<file path="config.mk">
export PLATFORM = sky130hd
export DESIGN_NAME = segdc_ctrl
export DESIGN_NICKNAME = d
export VERILOG_FILES = /design/src/hw/rtl/segdc_pkg.sv /design/src/hw/rtl/segdc_ctrl.sv
export SDC_FILE = /design/constraint.sdc
export NUM_CORES = 1
export LEC_CHECK = 0
export ABC_AREA = 1
export BUFFER_PORTS_ARGS = -buffer_cell sky130_fd_sc_hd__buf_2
export CAP_MARGIN = 10
export CORE_AREA = 5 5 48 92
export CTS_CLUSTER_SIZE = 16
export DETAILED_ROUTE_END_ITERATION = 16
export DIE_AREA = 0 0 53 97
export PLACE_DENSITY = 0.7
export SYNTH_ARGS = -nofsm -noshare
export SYNTH_HDL_FRONTEND = slang
export SYNTH_SLANG_ARGS = --single-unit
</file>
<file path="constraint.sdc">
create_clock -name clk -period 1.32 [get_ports clk]
set_input_delay 0.132 -clock clk [delete_from_list [all_inputs] [get_ports clk]]
set_output_delay 0.132 -clock clk [all_outputs]
set_load 0.005 [all_outputs]
</file>
<file path="src/hw/rtl/segdc_pkg.sv">
// ----------------------------------------------------------------------------
// segdc_pkg
// Shared constants and controller/datapath command and status types for the
// segment to disc clipper.
// ----------------------------------------------------------------------------
package segdc_pkg;

  localparam int COORD_W = 16;
  localparam int REG_W   = 12;
  localparam int K_W     = 5;
  localparam int ACC_W   = 70;

  // Probe steps of one pull-back and the rounding offset of k/20
  localparam logic [K_W-1:0] K_START    = 5'd20;
  localparam logic [K_W-1:0] K_LAST     = 5'd1;
  localparam logic [21:0]    ROUND_HALF = 22'd10;

  // Divide by five: floor(m * RECIP_5 / 2^21), exact for m below 699050
  localparam logic [20:0] RECIP_5 = 21'd419431;

  // Configuration register indexes
  localparam logic [1:0] REG_CENTER_X = 2'd0;
  localparam logic [1:0] REG_CENTER_Y = 2'd1;
  localparam logic [1:0] REG_RADIUS   = 2'd2;

  // Point selection for the inside test
  localparam logic [1:0] PT_P0    = 2'd0;
  localparam logic [1:0] PT_P1    = 2'd1;
  localparam logic [1:0] PT_PROBE = 2'd2;

  typedef struct packed {
    logic           load;
    logic           in_a;
    logic [1:0]     pt_sel;
    logic           in_b;
    logic           in_c;
    logic           cr_a;
    logic           cr_b;
    logic           cr_c;
    logic           mac_clr;
    logic           mac_step;
    logic [2:0]     mac_idx;
    logic           side;
    logic           delta;
    logic           pr_a;
    logic [K_W-1:0] k;
    logic           pr_b;
    logic           hit;
    logic           collapse;
    logic           emit;
    logic           emit_vis;
  } segdc_cmd_t;

  typedef struct packed {
    logic in0;
    logic in1;
    logic probe_in;
    logic cross_skip;
    logic acc_neg;
  } segdc_status_t;

endpackage

</file>
<file path="src/hw/rtl/segdc_ctrl.sv">
// ----------------------------------------------------------------------------
// segdc_ctrl
// Sequencer: endpoint tests, crossing test, two pull-backs of up to twenty
// probes each, and the output valid flag.
// ----------------------------------------------------------------------------
module segdc_ctrl (
  input  logic                     clk,
  input  logic                     rst,
  input  logic                     s_tvalid,
  output logic                     s_tready,
  output logic                     m_tvalid,
  input  logic                     m_tready,
  output segdc_pkg::segdc_cmd_t    cmd,
  input  segdc_pkg::segdc_status_t status
);
  import segdc_pkg::*;

  localparam logic [4:0] ST_IDLE = 5'd0;
  localparam logic [4:0] ST_P0A  = 5'd1;
  localparam logic [4:0] ST_P0B  = 5'd2;
  localparam logic [4:0] ST_P0C  = 5'd3;
  localparam logic [4:0] ST_P1A  = 5'd4;
  localparam logic [4:0] ST_P1B  = 5'd5;
  localparam logic [4:0] ST_P1C  = 5'd6;
  localparam logic [4:0] ST_DEC  = 5'd7;
  localparam logic [4:0] ST_CRA  = 5'd8;
  localparam logic [4:0] ST_CRB  = 5'd9;
  localparam logic [4:0] ST_CRC  = 5'd10;
  localparam logic [4:0] ST_CRD  = 5'd11;
  localparam logic [4:0] ST_MAC  = 5'd12;
  localparam logic [4:0] ST_MACE = 5'd13;
  localparam logic [4:0] ST_PLS  = 5'd14;
  localparam logic [4:0] ST_PRA  = 5'd15;
  localparam logic [4:0] ST_PRB  = 5'd16;
  localparam logic [4:0] ST_TA   = 5'd17;
  localparam logic [4:0] ST_TB   = 5'd18;
  localparam logic [4:0] ST_TC   = 5'd19;
  localparam logic [4:0] ST_TCHK = 5'd20;
  localparam logic [4:0] ST_EMIT = 5'd21;

  logic [4:0] state, state_next;
  logic [K_W-1:0] k, k_next;
  logic [2:0] mac_i, mac_i_next;
  logic side, side_next;
  logic vis, vis_next;
  logic mov_in;

  assign s_tready = (state == ST_IDLE);
  assign mov_in   = side ? status.in0 : status.in1;

  always_comb begin
    cmd        = '0;
    cmd.side   = side;
    cmd.k      = k;
    cmd.mac_idx = mac_i;
    cmd.emit_vis = vis;
    state_next = state;
    k_next     = k;
    mac_i_next = mac_i;
    side_next  = side;
    vis_next   = vis;
    case (state)
      ST_IDLE: begin
        if (s_tvalid) begin
          cmd.load   = 1'b1;
          state_next = ST_P0A;
        end
      end
      ST_P0A: begin
        cmd.in_a   = 1'b1;
        cmd.pt_sel = PT_P0;
        state_next = ST_P0B;
      end
      ST_P0B: begin
        cmd.in_b   = 1'b1;
        state_next = ST_P0C;
      end
      ST_P0C: begin
        cmd.in_c   = 1'b1;
        state_next = ST_P1A;
      end
      ST_P1A: begin
        cmd.in_a   = 1'b1;
        cmd.pt_sel = PT_P1;
        state_next = ST_P1B;
      end
      ST_P1B: begin
        cmd.in_b   = 1'b1;
        state_next = ST_P1C;
      end
      ST_P1C: begin
        cmd.in_c   = 1'b1;
        state_next = ST_DEC;
      end
      // Either endpoint inside: go straight to clipping
      ST_DEC: begin
        side_next = 1'b0;
        if (status.in0 || status.in1) state_next = ST_PLS;
        else state_next = ST_CRA;
      end
      ST_CRA: begin
        cmd.cr_a   = 1'b1;
        state_next = ST_CRB;
      end
      ST_CRB: begin
        cmd.cr_b   = 1'b1;
        state_next = ST_CRC;
      end
      ST_CRC: begin
        cmd.cr_c   = 1'b1;
        state_next = ST_CRD;
      end
      // Drop degenerate segments and those whose vertex lies off the span
      ST_CRD: begin
        if (status.cross_skip) begin
          vis_next   = 1'b0;
          state_next = ST_EMIT;
        end else begin
          cmd.mac_clr = 1'b1;
          mac_i_next  = 3'd0;
          state_next  = ST_MAC;
        end
      end
      ST_MAC: begin
        cmd.mac_step = 1'b1;
        mac_i_next   = mac_i + 3'd1;
        if (mac_i == 3'd7) state_next = ST_MACE;
      end
      ST_MACE: begin
        side_next = 1'b0;
        if (status.acc_neg) begin
          vis_next   = 1'b0;
          state_next = ST_EMIT;
        end else begin
          state_next = ST_PLS;
        end
      end
      // Start a pull-back unless the moving endpoint is already inside
      ST_PLS: begin
        if (mov_in) begin
          if (side) begin
            vis_next   = 1'b1;
            state_next = ST_EMIT;
          end else begin
            side_next = 1'b1;
          end
        end else begin
          cmd.delta  = 1'b1;
          k_next     = K_START;
          state_next = ST_PRA;
        end
      end
      ST_PRA: begin
        cmd.pr_a   = 1'b1;
        state_next = ST_PRB;
      end
      ST_PRB: begin
        cmd.pr_b   = 1'b1;
        state_next = ST_TA;
      end
      ST_TA: begin
        cmd.in_a   = 1'b1;
        cmd.pt_sel = PT_PROBE;
        state_next = ST_TB;
      end
      ST_TB: begin
        cmd.in_b   = 1'b1;
        state_next = ST_TC;
      end
      ST_TC: begin
        cmd.in_c   = 1'b1;
        state_next = ST_TCHK;
      end
      // Take the hit, collapse after the last probe, or advance k
      ST_TCHK: begin
        if (status.probe_in || (k == K_LAST)) begin
          cmd.hit      = status.probe_in;
          cmd.collapse = !status.probe_in;
          if (side) begin
            vis_next   = 1'b1;
            state_next = ST_EMIT;
          end else begin
            side_next  = 1'b1;
            state_next = ST_PLS;
          end
        end else begin
          k_next     = k - K_LAST;
          state_next = ST_PRA;
        end
      end
      ST_EMIT: begin
        if (!m_tvalid || m_tready) begin
          cmd.emit   = 1'b1;
          state_next = ST_IDLE;
        end
      end
      default: state_next = ST_IDLE;
    endcase
  end

  always_ff @(posedge clk) begin
    if (rst) begin
      state    <= ST_IDLE;
      k        <= K_START;
      mac_i    <= 3'd0;
      side     <= 1'b0;
      vis      <= 1'b0;
      m_tvalid <= 1'b0;
    end else begin
      state <= state_next;
      k     <= k_next;
      mac_i <= mac_i_next;
      side  <= side_next;
      vis   <= vis_next;
      if (cmd.emit) m_tvalid <= 1'b1;
      else if (m_tready) m_tvalid <= 1'b0;
    end
  end

  a_emit_free: assert property (@(posedge clk) disable iff (rst)
    cmd.emit |-> (!m_tvalid || m_tready))
    else $error("result overwritten while pending");

  a_emit_valid: assert property (@(posedge clk) disable iff (rst)
    cmd.emit |=> m_tvalid)
    else $error("result not presented after emit");

  a_k_range: assert property (@(posedge clk) disable iff (rst)
    (state == ST_PRA) |-> ((k != 5'd0) && (k <= K_START)))
    else $error("probe step out of range");

endmodule

</file>
==> results of run 1 <==
-- critical path: cells and delay by family (launching register included) --
kind | cells | cell delay [ps]
flops | 1 | 370
buf+inv | 3 | 400
simple gates | 3 | 380
-- flip-flops by register name, indices dropped and copies added, names as in the netlist --
signal    flops
m_tvalid      1
state         5
mac_i         3
k             5
side          1
vis           1
-- cell type report --
class	instances	area, µm²	share of cell area
clock buffers	3	41.3	0.0178
inverters	35	146	0.0631
multi-input cells	162	1030	0.445
flip-flops and latches	16	343	0.148
well taps	49	61.3	0.0264
repair buffers	88	696	0.300
-- synth_stat cells (2+ instances only) --
| cell type | n |
|---|---|
| nand4_1 | 3 |
| nor3_1 | 4 |
| ha_1 | 4 |
| inv_1 | 33 |
| buf_4 | 2 |
| dfxtp_1 | 16 |
| nor2_1 | 41 |
| nor2_2 | 2 |
| nor2_4 | 2 |
| o21ai_0 | 6 |
| inv_2 | 2 |
| a21oi_1 | 12 |
| nand2_1 | 66 |
| nand3_1 | 16 |
-- power by group through the flow --
stage | logic, mW | registers, mW | clock network [mW]
detailed placement | 0.727 | 0.558 | 0
finish | 1.17 | 0.569 | 0.386
CTS | 0.873 | 0.556 | 0.390
floorplan | 0.338 | 0.553 | 0
global route | 1.25 | 0.571 | 0.404
global placement | 0.727 | 0.555 | 0
-- routing by layer --
metal	vias to the layer above	share of wire	wire length, µm
li1	861	-	-
met1	838	0.33	1740
met2	87	0.55	2900
met3	32	0.043	227
met4	0	0.079	418
met5	-	0	0
-- repair_timing --
| item | CTS | global route |
|---|---|---|
| endpoints found under the setup margin | 33 | 33 |
| pin swaps | 13 | 14 |
| buffers inserted | 10 | 6 |
| resized for setup | 65 | 63 |
-- logic make-up (layout without fill, tap and decap cells) --
family | Yosys count | after routing
adders and majority gates | 4 | 4
DFF | 16 | 16
buffers and inverters | 38 | 126
xor gates and xnor gates | 1 | 1
AOI/OAI and AO/OA | 20 | 20
and+or+nand+nor | 137 | 137
-- path summary, 6_finish.rpt --
kind         depth (start not counted)  endpoint  startpoint
min reg2reg                          2       vis         vis
min                                  3  state[2]         rst
max                                  6    cmd[2]    state[0]
max reg2reg                         13  state[4]        k[1]
==> impl_metrics.json, run 1 <==
{
  "status": "finished with violations",
  "violations": "negative setup slack",
  "power_density_nw_per_um2": 916,
  "hpwlAfterDp_mm": 3.49,
  "max-slew-margin-rel": 0.791,
  "cts_root_buffer": "clkbuf_8",
  "grt_pass1_vias": 1838,
  "num_antenna_cells": 0,
  "postRouteAntennaNets": 0,
  "finalSetupViolations": 30,
  "synth_xor_area_frac": 0.00716,
  "fp-row-count": 31,
  "critical-path-max-stage-delay_ps": 370,
  "die_h_um": 97,
  "grt_use_met1": 0.183,
  "yosysTopAreaCell": "dfxtp_1",
  "dr.pass1.iters": 5,
  "syn_inst": 216,
  "finalCriticalPeriod_ps": 1530,
  "clk_pin_slew_ps": 70,
  "dp.cells": 335,
  "synth_edf_count": 0,
  "maxCapViolCount": 0,
  "pwr-share-seq": 0.268,
  "instances_no_fill": 353,
  "dieArea_um2": 5140,
  "via_per_inst": 5.15,
  "grt_pass1_wl_mm": 7.88,
  "synth_compound_area_frac": 0.0849,
  "path_class": "register to output pin",
  "p_total_mw": 2.12,
  "worstPathMaxFanout": 4,
  "cts_inserted_buffers": 3,
  "max_slew.worst_pin.slew_ps": 312,
  "cp.required_ps": 1190,
  "grt_max_degree": 9,
  "clockPowerShare": 0.182,
  "pin_count": 38,
  "drive_gt1_frac": 0.563,
  "start_kind": "register",
  "gp_congestion": 1.04,
  "synth-simple-area-share": 0.483,
  "nFillCells": 292,
  "cts_sinks": 16,
  "gr-usage-met3": 0.0200,
  "initial_core_util": 0.339,
  "final_core_util": 0.643,
  "htreeDepth": 1,
  "layout.nets": 319,
  "clock_latency_ps": 250,
  "synth_fp_nets": 229,
  "path_cells": "nor2_4, buf_12, nand3_4, buf_6, nor3_2, buf_2",
  "clock_skew_ps": 2.00,
  "dr_total_vias": 1818,
  "comb_power_share": 0.551,
  "ys.flop_type": "dfxtp_1",
  "arrival_ps": 1400,
  "io_buffers": 37,
  "drt-total-wl_mm": 5.28,
  "clockBufferDepth": 2,
  "syn_avg_cell_area_um2": 5.67,
  "die_w_um": 53,
  "total_leakage_power_nw": 1.20,
  "vdd_drop_max_mv": 0.685,
  "synth_warnings": 0,
  "synthAdderAreaFrac": 0.0409,
  "final_area_um2": 2320,
  "synthMuxAreaShare": 0,
  "sw_frac_of_total": 0.396,
  "cts_tree": "done",
  "ctsHoldBuffers": 0,
  "worst_setup_path_end_kind": "output pin",
  "antenna_found_initial": 0,
  "slew_viol_final": 0,
  "ys_types": 21,
  "fin_crit_sh": 1.16,
  "p_int_mw": 1.28,
  "fp.coreArea_um2": 3610,
  "synth_seq_cells": 16,
  "power.net_switching_mw": 0.842,
  "grt_util_met2": 0.375,
  "place_area_um2": 1740,
  "drc": 0,
  "final_cell_mix": "50 x nand2_1, 32 x buf_2, 30 x buf_4",
  "synth_top_family_by_area": "simple AND/OR/NAND/NOR gates",
  "synth_area_um2": 1220,
  "hold_viol": 0,
  "synth_area_leaders": "dfxtp_1 26%, nand2_1 20%, nor2_1 13%, inv_1 10%, nand3_1 6.5%",
  "synth_top_cell_area_share": 0.262,
  "fin_ws_ps": -207,
  "min_path_type": "primary input to register",
  "syn_to_final_growth_pct": 89.6,
  "slowest_stage": "dfxtp_4",
  "fmax_mhz": 655,
  "synth_async_sr_flop_share": 0,
  "first_iter_violations": 44,
  "grt_usage": 0.201,
  "yosysSeqAreaShare": 0.262,
  "mostFrequentLayoutCell": "nand2_1",
  "holdWs_ps": 195,
  "tns_ps": -3340,
  "grt_overflow": 0,
  "dp_slack_ps": -183,
  "grt_setup_unrepaired": "yes",
  "rrSetupSlack_ps": -140,
  "grt.busiest_layer": "met2",
  "wire_per_inst_um": 15.0
}
Note: power is estimated with default switching activity, not from simulation.
==> run 2: changes to the inputs <==
Settings changed: BUFFER_PORTS_ARGS -buffer_cell sky130_fd_sc_hd__buf_2 to default, DONT_BUFFER_PORTS from default to 1, PLACE_DENSITY 0.7 to 0.6.
==> impl_metrics.json, run 2 (synthesis gave the netlist of run 1 again) <==
{
  "status": "finished with violations",
  "violations": "negative setup slack",
  "holdWs_ps": 82.3,
  "fin_ws_ps": -167,
  "dieArea_um2": 5140,
  "mostFrequentLayoutCell": "nand2_1",
  "hold_viol": 0,
  "reg2reg_from": "k[1]",
  "largest_registers": "k (5), state (5), mac_i (3)",
  "drc": 0,
  "final_core_util": 0.604,
  "multiInputGateArea_um2": 1020,
  "clock_latency_ps": 260,
  "total_leakage_power_nw": 1.09,
  "grt_pass1_vias": 1583,
  "endpoint": "state[4]",
  "layout.nets": 294,
  "drt-total-wl_mm": 5.07,
  "reg2reg_depth": 13,
  "die_h_um": 97,
  "instances_no_fill": 329,
  "max-slew-margin-rel": 0.738,
  "dp_slack_ps": -187,
  "seqCellArea_um2": 342,
  "drive_gt1_frac": 0.511,
  "p_int_mw": 1.28,
  "whs_path_depth": 3,
  "die_w_um": 53,
  "via_per_inst": 5.00,
  "grt_usage": 0.190,
  "grt_max_degree": 10,
  "comb_power_share": 0.510,
  "pin_count": 38,
  "syn_to_final_growth_pct": 78.0,
  "final_cell_mix": "48 x nand2_1, 42 x buf_4, 23 x nor2_1",
  "worst_setup_path_end_kind": "register",
  "num_antenna_cells": 0,
  "cts_tree": "done",
  "r2r-end": "state[4]",
  "grt_setup_unrepaired": "yes",
  "power.net_switching_mw": 0.851,
  "crit_start": "k[1]",
  "dr_total_vias": 1645,
  "wire_per_inst_um": 15.4,
  "finalSetupViolations": 28,
  "clk_pin_slew_ps": 70,
  "arrival_ps": 1670,
  "finalCriticalPeriod_ps": 1490,
  "fmax_mhz": 672,
  "power_density_nw_per_um2": 977,
  "path_class": "register to register",
  "cts_inserted_buffers": 3,
  "cts_root_buffer": "clkbuf_8",
  "pwr-share-seq": 0.273,
  "grt_overflow": 0,
  "cts_sinks": 16,
  "antenna_found_initial": 0,
  "final_area_um2": 2180,
  "worstPathMaxFanout": 2,
  "p_total_mw": 2.13,
  "gp_congestion": 0.947,
  "maxCapViolCount": 0,
  "fin_crit_sh": 1.13,
  "vdd_drop_max_mv": 0.602,
  "clock_skew_ps": 4.50,
  "max_slew.worst_pin.slew_ps": 391,
  "io_buffers": 0,
  "tns_ps": -2170,
  "start_kind": "register",
  "postRouteAntennaNets": 0,
  "clockBufferDepth": 2,
  "htreeDepth": 1,
  "first_iter_violations": 36,
  "min_path_type": "primary input to register",
  "dp.cells": 314,
  "slew_viol_final": 0,
  "dr.pass1.iters": 4,
  "place_area_um2": 1680,
  "cp.required_ps": 1500,
  "clockPowerShare": 0.217,
  "grt_pass1_wl_mm": 7.25,
  "nFillCells": 337,
  "hpwlAfterDp_mm": 3.69,
  "sw_frac_of_total": 0.400,
  "initial_core_util": 0.339,
  "fp.coreArea_um2": 3610,
  "fp-row-count": 31,
  "rrSetupSlack_ps": -170
}
-- run 2: worst min path at each step --
stage	end	slack, ps	from
3_5_place_dp	state[0]	210	rst
5_1_grt	state[2]	120	status[3]
2_1_floorplan	cmd[2]	300	status[2]
6_report	vis	80	status[1]
3_3_place_gp	state[0]	200	rst
4_1_cts	vis	80	status[1]
-- run 2: power groups by stage --
stage | combinational [mW] | clock (mW) | sequential, mW
after global placement | 0.707 | 0 | 0.560
after detailed placement | 0.709 | 0 | 0.560
after global routing | 1.15 | 0.495 | 0.587
final | 1.08 | 0.462 | 0.582
after CTS | 0.842 | 0.461 | 0.574
after floorplan | 0.338 | 0 | 0.553
-- run 2: what timing repair did --
item,4_1_cts,5_1_grt
resized for setup,49,68
pin swaps,5,23
hold endpoints to repair,8,0
hold buffers,1,0
endpoints found under the setup margin,29,33
setup buffers,4,6
-- run 2: worst max-delay path: stages (launching register included) --
cell and delay, ps:
dfxtp_2 320, inv_2 70, ha_4 120, inv_2 30, nor2_2 100, nand2_2 80
buf_6 130, nand2_2 50, nand2_2 60, nor2_4 110, nor2_1 60, nand2_1 60
nand2_1 70, a21oi_2 140
-- run 2: area by class of cell --
type | instances | area share
clock buffer | 4 | 0.0253
multi-input combinational | 162 | 0.468
inverter | 35 | 0.0649
sequential | 16 | 0.157
timing repair buffer | 63 | 0.257
tap | 49 | 0.0281
-- run 2: metal layers --
layer	up-vias	wire length [µm]	track usage
met1	743	1580	0.167
met5	-	0	0
met3	32	254	0.0262
met2	70	2800	0.353
li1	800	-	-
met4	0	442	0.140
==> run 3: changes to the inputs <==
Settings changed: MAX_ROUTING_LAYER from default to met4.
==> impl_metrics.json, run 3 (synthesis gave the netlist of run 1 again) <==
{
  "cts_tree": "done",
  "fp-row-count": 31,
  "final_core_util": 0.604,
  "clockPowerShare": 0.217,
  "pin_count": 38,
  "postRouteAntennaNets": 0,
  "grt_pass1_vias": 1578,
  "io_buffers": 0,
  "nFillCells": 337,
  "total_leakage_power_nw": 1.09,
  "worstPathMaxFanout": 2,
  "r2r-end": "state[4]",
  "min-delay-start": "status[1]",
  "clockBufferDepth": 2,
  "hold_viol": 0,
  "clock_skew_ps": 3.82,
  "initial_core_util": 0.339,
  "dr.pass1.iters": 4,
  "dp_slack_ps": -187,
  "via_per_inst": 5.04,
  "grt_max_degree": 10,
  "min_path_type": "primary input to register",
  "final_cell_mix": "48 x nand2_1, 42 x buf_4, 23 x nor2_1",
  "syn_to_final_growth_pct": 78.0,
  "gp_congestion": 0.964,
  "cts_inserted_buffers": 3,
  "grt_usage": 0.194,
  "wire_per_inst_um": 15.5,
  "max-slew-margin-rel": 0.743,
  "worst_setup_path_end_kind": "register",
  "dieArea_um2": 5140,
  "antenna_found_initial": 0,
  "slew_viol_final": 0,
  "die_w_um": 53,
  "reg2reg_depth": 13,
  "first_iter_violations": 35,
  "dr_total_vias": 1659,
  "grt_setup_unrepaired": "yes",
  "grt_overflow": 0,
  "drive_gt1_frac": 0.511,
  "start_kind": "register",
  "layout.nets": 294,
  "p_total_mw": 2.13,
  "tns_ps": -2260,
  "largest_registers": "k (5), state (5), mac_i (3)",
  "rrSetupSlack_ps": -170,
  "hpwlAfterDp_mm": 3.69,
  "drc": 0,
  "fin_crit_sh": 1.13,
  "max_slew.worst_pin.slew_ps": 384,
  "power.net_switching_mw": 0.856,
  "comb_power_share": 0.510,
  "fin_ws_ps": -168,
  "drt-total-wl_mm": 5.11,
  "min_to": "vis",
  "path_class": "register to register",
  "whs_path_depth": 3,
  "violations": "negative setup slack",
  "finalSetupViolations": 28,
  "seqCellArea_um2": 342,
  "pwr-share-seq": 0.273,
  "grt_pass1_wl_mm": 7.25,
  "vdd_drop_max_mv": 0.607,
  "sw_frac_of_total": 0.401,
  "cts_sinks": 16,
  "status": "finished with violations",
  "mostFrequentLayoutCell": "nand2_1",
  "num_antenna_cells": 0,
  "cts_root_buffer": "clkbuf_8",
  "p_int_mw": 1.28,
  "arrival_ps": 1670,
  "clk_pin_slew_ps": 70,
  "fmax_mhz": 672,
  "power_density_nw_per_um2": 979,
  "reg2reg_from": "k[1]",
  "fp.coreArea_um2": 3610,
  "die_h_um": 97,
  "clock_latency_ps": 260,
  "maxCapViolCount": 0,
  "htreeDepth": 1,
  "finalCriticalPeriod_ps": 1490,
  "multiInputGateArea_um2": 1020,
  "cp.required_ps": 1500
}
run 3: cell counts in the layout (fill, tap and decap cells not counted):
No cell type changed its count.
run 3: area by class of cell:
type / count / area share
multi-input combinational: 162 / 0.468
timing repair buffer: 63 / 0.257
sequential: 16 / 0.157
inverter: 35 / 0.0649
tap: 49 / 0.0281
clock buffer: 4 / 0.0253
run 3: metrics by stage:
| stage | std cells | cell area [µm²] | hold WS (ps) |
|---|---|---|---|
| after floorplan | 216 | 1230 | 300 |
| after global placement | 314 | 1680 | 204 |
| after detailed placement | 314 | 1680 | 205 |
| after CTS | 323 | 1910 | 80.8 |
| after global routing | 329 | 2180 | 122 |
| final | 329 | 2180 | 80.2 |
run 3: how the worst max path moves through the flow:
stage,cells past startpoint,startpoint,end
6_report,13,k[1],state[4]
5_1_grt,13,k[1],state[4]
4_1_cts,5,state[2],cmd[21]
3_5_place_dp,8,state[3],state[2]
3_3_place_gp,8,state[0],state[3]
2_1_floorplan,10,k[1],k[4]
run 3: per-layer routing:
metal	track usage	routed length (µm)	up-vias	share of wire
met3	0.0246	265	36	0.052
met4	0.140	431	0	0.084
li1	-	-	798	-
met2	0.352	2810	71	0.55
met5	-	0	-	0
met1	0.168	1600	754	0.31
run 3: power groups by stage:
stage | Combinational [mW] | Sequential (mW) | Clock (mW)
finish | 1.09 | 0.582 | 0.464
global route | 1.15 | 0.587 | 0.492
CTS | 0.842 | 0.574 | 0.461
detailed placement | 0.709 | 0.560 | 0
global placement | 0.707 | 0.560 | 0
floorplan | 0.338 | 0.553 | 0
run 3: critical path: stages, from the launching register on:
cell,delay (ps)
dfxtp_2,320
inv_2,70
ha_4,120
inv_2,30
nor2_2,100
nand2_2,80
buf_6,130
nand2_2,50
nand2_2,60
nor2_4,110
nor2_1,60
nand2_1,60
nand2_1,60
a21oi_2,140
run 3: timing repair:
action | in CTS | in global routing
resized for setup | 49 | 68
setup endpoints to repair | 29 | 33
hold buffers | 1 | 0
buffers inserted | 4 | 6
pin swaps | 5 | 23
endpoints found under the hold margin | 8 | 0
